$ cat config.mk
export PLATFORM = sky130hd
export DESIGN_NAME = tls_ctrl
export DESIGN_NICKNAME = d
export VERILOG_FILES = /design/src/sv/tls_pkg.sv /design/src/sv/tls_ctrl.sv
export SDC_FILE = /design/constraint.sdc
export NUM_CORES = 1
export LEC_CHECK = 0
export ABC_AREA = 1
export CAP_MARGIN = 25
export CORE_MARGIN = 1
export CORE_UTILIZATION = 33
export CTS_CLUSTER_DIAMETER = 120
export DETAILED_ROUTE_END_ITERATION = 8
export DONT_BUFFER_PORTS = 1
export PLACE_DENSITY_LB_ADDON = 0.08
export SYNTH_ARGS = -nofsm -noshare
export SYNTH_HDL_FRONTEND = slang
export SYNTH_SLANG_ARGS = --single-unit
$ cat constraint.sdc
create_clock -name clk -period 3.1 [get_ports clk]
set_input_delay 0.465 -clock clk [delete_from_list [all_inputs] [get_ports clk]]
set_output_delay 0.465 -clock clk [all_outputs]
set_load 0.02 [all_outputs]
$ cat src/sv/tls_pkg.sv
// shared types and constants for the toeplitz levinson solver
package tls_pkg;

  localparam logic signed [31:0] QONE = 32'sh4000_0000;
  localparam logic [5:0] SIZE_RESET = 6'd32;

  typedef enum logic [4:0] {
    OP_NONE,
    OP_LOAD,
    OP_MUL,
    OP_QSUB,
    OP_SUBR,
    OP_ADDR,
    OP_ACC_FIRST,
    OP_ACC_ADD,
    OP_SUBACC,
    OP_DIV,
    OP_TQ,
    OP_WR_B,
    OP_WR_C,
    OP_WR_Y,
    OP_WR_E,
    OP_LD_V,
    OP_LD_G,
    OP_EMIT
  } op_t;

  typedef enum logic [3:0] {
    SRC_ZERO,
    SRC_ONE,
    SRC_CORR,
    SRC_RHS,
    SRC_B,
    SRC_C,
    SRC_Y,
    SRC_V,
    SRC_G,
    SRC_E,
    SRC_T
  } src_t;

  typedef struct packed {
    op_t  op;
    src_t src_a;
    src_t src_b;
    logic last;
  } cmd_t;

endpackage

$ cat src/sv/tls_ctrl.sv
// controller: load counting, recursion sequencing and result emission
module tls_ctrl import tls_pkg::*; #(
  parameter int MAX_ORDER = 32
) (
  input  logic                         clk,
  input  logic                         rst,
  input  logic                         start,
  output logic                         busy,
  input  logic                         cfg_valid,
  output logic                         cfg_ready,
  input  logic [5:0]                   system_size,
  input  logic                         div_done,
  output cmd_t                         cmd,
  output logic [$clog2(MAX_ORDER)-1:0] addr_p,
  output logic [$clog2(MAX_ORDER)-1:0] addr_q,
  output logic [$clog2(MAX_ORDER)-1:0] w_addr
);

  localparam int AW = $clog2(MAX_ORDER);
  localparam logic [6:0] MAXO = 7'(MAX_ORDER);

  typedef enum logic [4:0] {
    S_IDLE, S_E0, S_B0, S_B1, S_Y0N, S_Y1N, S_DWAIT, S_DSTORE, S_LOOP,
    S_FDOT, S_FNEG, S_FDIV, S_EV, S_EE, S_RDOT, S_LAM, S_COPY, S_BUPD,
    S_YUPD, S_EMIT
  } state_t;

  typedef enum logic [1:0] {DST_Y, DST_V, DST_G} dst_t;

  state_t        state, ret;
  dst_t          dst;
  logic [1:0]    ph;
  logic [AW-1:0] i, k, dst_idx, load_count;
  logic [5:0]    size;

  logic [AW-1:0] nm1, idx;

  always_comb begin
    if (size < 6'd2) nm1 = AW'(1);
    else if ({1'b0, size} > MAXO) nm1 = AW'(MAXO - 7'd1);
    else nm1 = AW'(size - 6'd1);
  end

  assign idx       = (load_count >= nm1) ? nm1 : load_count;
  assign busy      = state != S_IDLE;
  assign cfg_ready = state == S_IDLE;

  always_comb begin
    cmd.op    = OP_NONE;
    cmd.src_a = SRC_ZERO;
    cmd.src_b = SRC_ZERO;
    cmd.last  = 1'b0;
    addr_p    = '0;
    addr_q    = '0;
    w_addr    = '0;
    unique case (state)
      S_IDLE: begin
        if (start) begin
          cmd.op = OP_LOAD;
          w_addr = idx;
        end
      end
      S_E0: begin
        addr_p = AW'(1);
        unique case (ph)
          2'd1: begin cmd.op = OP_MUL; cmd.src_a = SRC_CORR; cmd.src_b = SRC_CORR; end
          2'd2: cmd.op = OP_QSUB;
          2'd3: cmd.op = OP_WR_E;
          default: ;
        endcase
      end
      S_B0: begin
        addr_p = AW'(1);
        unique case (ph)
          2'd1: begin cmd.op = OP_MUL; cmd.src_a = SRC_CORR; cmd.src_b = SRC_ONE; end
          2'd2: cmd.op = OP_SUBR;
          2'd3: cmd.op = OP_WR_B;
          default: ;
        endcase
      end
      S_B1: begin
        w_addr = AW'(1);
        unique case (ph)
          2'd1: begin cmd.op = OP_MUL; cmd.src_a = SRC_ONE; cmd.src_b = SRC_ONE; end
          2'd2: cmd.op = OP_ADDR;
          2'd3: cmd.op = OP_WR_B;
          default: ;
        endcase
      end
      S_Y0N, S_Y1N: begin
        addr_p = AW'(1);
        addr_q = ((ph == 2'd0) == (state == S_Y0N)) ? AW'(1) : '0;
        unique case (ph)
          2'd1: begin cmd.op = OP_MUL; cmd.src_a = SRC_CORR; cmd.src_b = SRC_RHS; end
          2'd2: begin cmd.op = OP_SUBR; cmd.src_a = SRC_RHS; end
          2'd3: cmd.op = OP_DIV;
          default: ;
        endcase
      end
      S_DWAIT: if (div_done) cmd.op = OP_TQ;
      S_DSTORE: begin
        w_addr = dst_idx;
        unique case (dst)
          DST_Y:   cmd.op = OP_WR_Y;
          DST_V:   cmd.op = OP_LD_V;
          default: cmd.op = OP_LD_G;
        endcase
      end
      S_FDOT, S_RDOT: begin
        addr_p = (state == S_FDOT) ? (k + AW'(1)) : (i + AW'(1) - k);
        addr_q = k;
        unique case (ph)
          2'd1: begin
            cmd.op    = OP_MUL;
            cmd.src_a = SRC_CORR;
            cmd.src_b = (state == S_FDOT) ? SRC_B : SRC_Y;
          end
          2'd2: cmd.op = (k == '0) ? OP_ACC_FIRST : OP_ACC_ADD;
          default: ;
        endcase
      end
      S_FNEG: cmd.op = OP_SUBACC;
      S_FDIV: cmd.op = OP_DIV;
      S_EV: begin
        unique case (ph)
          2'd1: begin cmd.op = OP_MUL; cmd.src_a = SRC_V; cmd.src_b = SRC_V; end
          2'd2: cmd.op = OP_QSUB;
          default: ;
        endcase
      end
      S_EE: begin
        w_addr = i;
        unique case (ph)
          2'd1: begin cmd.op = OP_MUL; cmd.src_a = SRC_E; cmd.src_b = SRC_T; end
          2'd2: cmd.op = OP_ADDR;
          2'd3: cmd.op = OP_WR_E;
          default: ;
        endcase
      end
      S_LAM: begin
        addr_q = i + AW'(1);
        unique case (ph)
          2'd2: begin cmd.op = OP_SUBACC; cmd.src_a = SRC_RHS; end
          2'd3: cmd.op = OP_DIV;
          default: ;
        endcase
      end
      S_COPY: begin
        addr_q = k;
        w_addr = k;
        unique case (ph)
          2'd1: begin cmd.op = OP_MUL; cmd.src_a = SRC_B; cmd.src_b = SRC_ONE; end
          2'd2: cmd.op = OP_ADDR;
          2'd3: cmd.op = OP_WR_C;
          default: ;
        endcase
      end
      S_BUPD: begin
        addr_p = i - k;
        addr_q = k - AW'(1);
        w_addr = k;
        unique case (ph)
          2'd1: begin
            cmd.op    = OP_MUL;
            cmd.src_a = SRC_V;
            cmd.src_b = (k == i + AW'(1)) ? SRC_ZERO : SRC_C;
          end
          2'd2: begin cmd.op = OP_ADDR; cmd.src_a = (k == '0) ? SRC_ZERO : SRC_B; end
          2'd3: cmd.op = OP_WR_B;
          default: ;
        endcase
      end
      S_YUPD: begin
        addr_q = k;
        w_addr = k;
        unique case (ph)
          2'd1: begin cmd.op = OP_MUL; cmd.src_a = SRC_G; cmd.src_b = SRC_B; end
          2'd2: begin
            cmd.op    = OP_ADDR;
            cmd.src_a = (k == i + AW'(1)) ? SRC_ZERO : SRC_Y;
          end
          2'd3: cmd.op = OP_WR_Y;
          default: ;
        endcase
      end
      S_EMIT: begin
        addr_q = k;
        if (ph == 2'd1) begin
          cmd.op   = OP_EMIT;
          cmd.last = k == nm1;
        end
      end
      default: ;
    endcase
  end

  always_ff @(posedge clk) begin
    if (rst) begin
      state      <= S_IDLE;
      ph         <= 2'd0;
      load_count <= '0;
      size       <= SIZE_RESET;
    end else begin
      unique case (state)
        S_IDLE: begin
          if (cfg_valid) size <= system_size;
          if (start) begin
            ph <= 2'd0;
            if (idx < nm1) begin
              load_count <= idx + AW'(1);
            end else begin
              load_count <= '0;
              state      <= S_E0;
            end
          end
        end
        S_E0, S_B0, S_B1, S_EV, S_EE: begin
          ph <= ph + 2'd1;
          if (ph == 2'd3) begin
            unique case (state)
              S_E0:    state <= S_B0;
              S_B0:    state <= S_B1;
              S_B1:    state <= S_Y0N;
              S_EV:    state <= S_EE;
              default: begin state <= S_RDOT; k <= '0; end
            endcase
          end
        end
        S_Y0N: begin
          ph <= ph + 2'd1;
          if (ph == 2'd3) begin
            state   <= S_DWAIT;
            ret     <= S_Y1N;
            dst     <= DST_Y;
            dst_idx <= '0;
          end
        end
        S_Y1N: begin
          ph <= ph + 2'd1;
          if (ph == 2'd3) begin
            state   <= S_DWAIT;
            ret     <= S_LOOP;
            dst     <= DST_Y;
            dst_idx <= AW'(1);
            i       <= AW'(1);
          end
        end
        S_DWAIT: if (div_done) state <= S_DSTORE;
        S_DSTORE: begin
          state <= ret;
          ph    <= 2'd0;
          k     <= '0;
        end
        S_LOOP: begin
          ph <= 2'd0;
          k  <= '0;
          state <= (i == nm1) ? S_EMIT : S_FDOT;
        end
        S_FDOT: begin
          ph <= ph + 2'd1;
          if (ph == 2'd3) begin
            if (k == i) state <= S_FNEG;
            else k <= k + AW'(1);
          end
        end
        S_FNEG: state <= S_FDIV;
        S_FDIV: begin
          state <= S_DWAIT;
          ret   <= S_EV;
          dst   <= DST_V;
        end
        S_RDOT: begin
          ph <= ph + 2'd1;
          if (ph == 2'd3) begin
            if (k == i) state <= S_LAM;
            else k <= k + AW'(1);
          end
        end
        S_LAM: begin
          ph <= ph + 2'd1;
          if (ph == 2'd3) begin
            state <= S_DWAIT;
            ret   <= S_COPY;
            dst   <= DST_G;
          end
        end
        S_COPY: begin
          ph <= ph + 2'd1;
          if (ph == 2'd3) begin
            if (k == i) begin
              state <= S_BUPD;
              k     <= i + AW'(1);
            end else begin
              k <= k + AW'(1);
            end
          end
        end
        S_BUPD: begin
          ph <= ph + 2'd1;
          if (ph == 2'd3) begin
            if (k == '0) state <= S_YUPD;
            else k <= k - AW'(1);
          end
        end
        S_YUPD: begin
          ph <= ph + 2'd1;
          if (ph == 2'd3) begin
            if (k == i + AW'(1)) begin
              state <= S_LOOP;
              i     <= i + AW'(1);
            end else begin
              k <= k + AW'(1);
            end
          end
        end
        S_EMIT: begin
          if (ph == 2'd1) begin
            ph <= 2'd0;
            if (k == nm1) state <= S_IDLE;
            else k <= k + AW'(1);
          end else begin
            ph <= 2'd1;
          end
        end
        default: state <= S_IDLE;
      endcase
    end
  end

  a_div_wait: assert property (@(posedge clk) disable iff (rst)
    cmd.op == OP_DIV |=> state == S_DWAIT)
    else $error("division issued without waiting");

  a_fdot_range: assert property (@(posedge clk) disable iff (rst)
    (state == S_FDOT || state == S_RDOT || state == S_COPY) |-> k <= i)
    else $error("dot product index past order");

  a_emit_range: assert property (@(posedge clk) disable iff (rst)
    state == S_EMIT |-> k <= nm1)
    else $error("result index past system size");

  a_load_idle: assert property (@(posedge clk) disable iff (rst)
    cmd.op == OP_LOAD |-> !busy)
    else $error("pair stored while solving");

endmodule

# --- After elaboration in Yosys (flattened, before gate mapping) ---
# Index checks and enable logic that the tools add are counted.
# W data, S select, Z words.
totals:
  wordCells: 205
  reg_bits: 40
  output_inout_bits: 31
  in_bits: 11
classes:
  magnitude_cmp: 4
  eq_ne: 55
  bitwise_logic: 1
  reduce_logical: 31
  mux: 97
  add_sub_neg: 8
op_table:
  columns: ["operator", "count"]
  rows:
  - ["$mux W5", 45]
  - ["$pmux W4 S3", 7]
  - ["$pmux W5 S16", 1]
  - ["$pmux W5 S14", 1]
  - ["$pmux W4 S11", 1]
  - ["$ne A2 B2 Y1 const B", 21]
  - ["$eq A5 B4 Y1 const B", 8]
  - ["$pmux W4 S10", 1]
  - ["$pmux W5 S4", 2]
  - ["$pmux W5 S7", 1]
  - ["$pmux W5 S2", 3]
  - ["$pmux W5 S5", 1]
  - ["$eq A5 B3 Y1 const B", 4]
  - ["$eq A5 B5 Y1", 4]
  - ["$eq A5 B5 Y1 const B", 4]
  - ["$mux W6", 3]
  - ["$reduce_and A17 Y1", 1]
  - ["$pmux W4 S2", 2]
  - ["$pmux W4 S4", 1]
  - ["$add A5 B1 Y5 const B", 3]
  - ["$mux W3", 5]
  - ["$pmux W5 S3", 1]
  - ["$mux W7", 2]
  - ["$reduce_and A13 Y1", 1]
  - ["other kinds (37)", 73]

# --- Longest topological paths before layout ---
depth:
  ltp_word: 9
  depth_mapped: 24
  ltp_nobuf: 24

# --- Worst setup path after synthesis ---
# No wires, ideal clock.
synth_path:
  path_kind: "reg-to-reg"
  from: "register size[0]"
  to: "register load_count[3]"
  synth_period_minus_slack_ns: 3.043
  path_buffers: 0
  path_stages_with_launch: 22
  t_required_ns: 3.029
  setup_ns: 0.071
  arrival_time_ns: 2.972
  setup_slack_ns: 0.057
  path_cell_list: "dfxtp_1 > inv_1 > ha_1 > nand2_1 > nand2_1 > nand3_1 > nand2_1 > ha_1 > nand2_1 > clkinv_1 > nand2_1 > nor2_1 > nor2_4 > o21ai_0 > ha_1 > a21oi_1 > o21ai_0 > nor2_1 > nand2_1 > nor2_1 > nand3_1 > a21oi_1"
synth_via:
  elab_chain_cells: 7
  elab_cells_between_ends: 10
  classes_between: "add/sub (2); order compare (4); mux (4)"
synth_rtl:
  columns: ["element", "line_no", "text"]
  rows:
  - ["start: declaration", "tls_ctrl.sv:34", "logic [5:0] size;"]
  - ["start signal: assignment", "tls_ctrl.sv:206", "if (cfg_valid) size <= system_size;"]
  - ["$sub A5 B1 Y5 / $gt A6 B6 Y1 (equally long branches)", "tls_ctrl.sv:41, tls_ctrl.sv:40", null]
  - ["$mux W5", "tls_ctrl.sv:40", "else if ({1'b0, size} > MAXO) nm1 = AW'(MAXO - 7'd1);"]
  - ["$mux W5 (*)", "tls_ctrl.sv:39", "if (size < 6'd2) nm1 = AW'(1);"]
  - ["$ge A5 B5 Y1", "tls_ctrl.sv:44", "assign idx = (load_count >= nm1) ? nm1 : load_count;"]
  - ["$mux W5", "tls_ctrl.sv:44", null]
  - ["$add A5 B1 Y5 / $lt A5 B5 Y1 (equally long branches)", "tls_ctrl.sv:210, tls_ctrl.sv:209", null]
  - ["$mux W5 (*)", "tls_ctrl.sv:209", "if (idx < nm1) begin"]
  - ["end signal: assignment", "tls_ctrl.sv:210", "load_count <= idx + AW'(1);"]
  - ["end: declaration", "tls_ctrl.sv:33", "logic [AW-1:0] i, k, dst_idx, load_count;"]
# Mark *: on every way between the ends. The rest lies on a longest branch, timed or not.
# A chain may end at the register's enable or synchronous reset.

# --- Final worst setup path ---
layout_path:
  from: "register size[1]"
  to: "output w_addr[0]"
layout_via:
  elab_chain_cells: 7
  elab_cells_between_ends: 9
  classes_between: "add/sub (1); order compare (3); mux (5)"
layout_rtl:
  columns: ["element", "line_no", "text"]
  rows:
  - ["$sub A5 B1 Y5 / $gt A6 B6 Y1 (equally long branches)", "tls_ctrl.sv:41, tls_ctrl.sv:40", null]
  - ["$mux W5", "tls_ctrl.sv:40", null]
  - ["$mux W5 (*)", "tls_ctrl.sv:39", null]
  - ["$ge A5 B5 Y1", "tls_ctrl.sv:44", null]
  - ["$mux W5 (*)", "tls_ctrl.sv:44", null]
  - ["$mux W5 (*)", "tls_ctrl.sv:58", "if (start) begin"]
  - ["$pmux W5 S5 (*)", "tls_ctrl.sv:56", "unique case (state)"]
  - ["end: declaration", "tls_ctrl.sv:16", "output logic [$clog2(MAX_ORDER)-1:0] w_addr"]
# Marks and branches as above.

==> impl_metrics.py <==
metrics = {
    "cts": {
        "cts.hold.buffers_added": 0,
        "clkLatencyLatePin_ns": 0.30,
        "numCtsBuffers": 5,
        "clock_sinks": 35,
        "root_buffer": "clkbuf_16",
        "tritoncts": "built",
        "clockBufferDepth": 2,
        "cts_max_level": 2,
        "path_clk_slew_ns": 0.06,
    },
    "final_layout": {
        "diodes": 0,
        "final_nets": 667,
        "syn2layout_area_growth_pct": 25.8,
        "drive_gt1_share_pct": 26.0,
        "postLayoutCellArea_mm2": 0.00480,
        "layout_commonest_cell": "nand2_1",
        "fillers": 1151,
        "final_cell_mix": "nand2_1 (125), inv_1 (69), nor2_1 (49)",
        "post-route-util_pct": 43.5,
    },
    "global_routing": {
        "grt_overflow": 0,
        "first_global_vias": 4029,
        "grt_pass1_wl_mm": 21.6,
        "grtUsageTotal_pct": 24.1,
        "antenna_found_initial": 0,
        "grt_max_degree": 17,
    },
    "critical_path": {
        "crit_arrival_ns": 2.56,
        "crit_fanout": 6,
        "critPathRequiredTime_ns": 2.63,
        "worst_setup_path_start_kind": "flop",
        "crit_type": "flop to output pin",
        "crit_path_end_kind": "output pin",
    },
    "drt": {
        "ant_nets": 0,
        "num_vias": 4183,
        "wl_per_cell_um": 18.4,
        "route.detailed.drc": 0,
        "drtIter0Drc": 305,
        "drt_first_pass_iters": 9,
        "routed_wl_mm": 14.1,
        "avgViaCountPerCell": 5.46,
    },
    "synthesis": {
        "synthesis.area_mm2": 0.00382,
        "synth.distinct_cells": 45,
        "yosys_most_used_dff": "dfxtp_1",
        "yosysSeqAreaShare_pct": 22.8,
        "ys_ff_latch": 35,
        "synthArstFlopShare_pct": 0,
        "synth-edff-count": 17,
        "syn_avg_cell_area_um2": 6.60,
        "synth_warnings": 0,
        "synthCells": 578,
        "synth_fp_nets": 620,
    },
    "place": {
        "hpwlAfterDp_mm": 10.9,
        "gp_congestion": 0.923,
        "portBuffers": 0,
        "dpl_cell_area_mm2": 0.00419,
    },
    "sta": {
        "finalMaxSlewViolations": 0,
        "final_hold_viol_count": 0,
        "setup_tns_ns": 0,
        "slew_headroom_pct": 61.4,
        "fmax_ghz": 0.330,
        "fin_crit_ns": 3.03,
        "skew_ns": 0.0101,
        "post-route-period-util_pct": 97.7,
        "setup_viol": 0,
        "worst_slew_pin_slew_ns": 0.590,
        "rsz0062_at_grt": "yes",
    },
    "floorplan": {
        "dieArea_mm2": 0.0120,
        "fp.dieH_um": 110,
        "start_util_pct": 34.6,
        "die_w_um": 110,
        "rows": 38,
        "core-area_mm2": 0.0110,
        "pin_count": 42,
    },
    "min_path": {
        "hold_path_class": "input pin to flop",
    },
    "flow_run": {
        "maxCapViolations": 0,
    },
    "pwr": {
        "vdd_ir_drop_max_mv": 0.385,
        "power_density_mw_per_mm2": 286,
        "leakage_nw": 2.17,
    },
    "status": {
        "status": "completed",
    },
}
==> repair_timing <==
action,CTS,global route
endpoints found under the setup margin,13,19
resized for setup,20,65
pin swaps,5,31
setup buffers,7,9
==> sequential cells by signal, indices dropped and copies added, names as in the netlist <==
signal and count:
size 6, k 5, dst_idx 1, ret 4
i 5, dst 2, load_count 5, state 5
ph 2
==> logic make-up after synthesis <==
group                    count (synthesis)  synth area share, %
XOR/XNOR                                13                 2.98
AO/OA/AOI/OAI                          117                 19.3
AND/OR/NAND/NOR                        290                 34.9
buffers and inverters                   92                 9.44
flip-flops                              35                 22.8
adder cells (fa/ha/maj)                 31                 10.6
==> critical path, stage by stage (launching register included) <==
cell	delay, ns
dfxtp_4	0.38
inv_4	0.05
ha_4	0.17
xnor2_2	0.15
nand2_2	0.07
nand2_2	0.09
ha_4	0.22
nand2_2	0.06
nand2_2	0.05
nand2_2	0.06
nand2_2	0.06
nor2_4	0.19
buf_6	0.15
inv_4	0.04
o21ai_4	0.13
inv_2	0.06
o221ai_2	0.16
buf_4	0.18
==> where the power goes <==
| part | switching (W) | internal [W] |
|---|---|---|
| registers | 0.0000129 | 0.000489 |
| clock network | 0.000224 | 0.000397 |
| logic | 0.000143 | 0.000107 |
==> synth_stat cells, types with 4 or more instances <==
library cell  count  area, µm²
a211oi_1          4       30.0
a21oi_1          35        175
dfxtp_1          18        360
edfxtp_1         17        510
ha_1             29        363
inv_1            73        274
inv_2             8       30.0
nand2_1         142        533
nand2_2          10       62.6
nand3_1          38        190
nand4_1           9       56.3
nor2_1           57        214
nor2_2            7       43.8
nor2_4           10        113
nor3_1           10       50.1
o211ai_1          5       37.5
o21ai_0          30        150
o21ai_1           4       20.0
o221ai_1         17        149
xor2_1           11       96.3
==> final cells by class <==
class | count | area, µm² | share of cell area [%]
Multi-Input combinational cell | 451 | 2870 | 59.7
Sequential cell | 35 | 883 | 18.4
Timing Repair Buffer | 46 | 357 | 7.43
Inverter | 86 | 335 | 6.99
Clock buffer | 7 | 175 | 3.65
Tap cell | 140 | 175 | 3.65
Clock inverter | 1 | 6.26 | 0.130
==> layer usage <==
layer  track usage [%]  part of all wire (%)
met5                 0                     0
met4              7.62                   2.6
met3              4.27                   6.2
met2              40.3                    47
met1              31.3                    44
==> path summary, 6_finish.rpt <==
| check | from | to | slack [ns] | cells past startpoint |
|---|---|---|---|---|
| max | size[1] | w_addr[0] | 0.07 | 17 |
| min | rst | ph[0] | 0.23 | 1 |
| max reg2reg | size[1] | state[2] | 0.13 | 24 |
| min reg2reg | load_count[0] | load_count[0] | 0.48 | 2 |
==> metrics by stage <==
step	hold WS (ns)	std cells	worst slack (ns)	power, W
after floorplan	0.445	578	0.0569	0.000619
after global placement	0.456	742	0.0650	0.000680
after detailed placement	0.472	742	-0.0395	0.000680
after CTS	0.222	757	0.00835	0.00133
after global routing	0.221	766	-0.0866	0.00143
final	0.231	766	0.0703	0.00137
(Power assumes the default switching activity.)
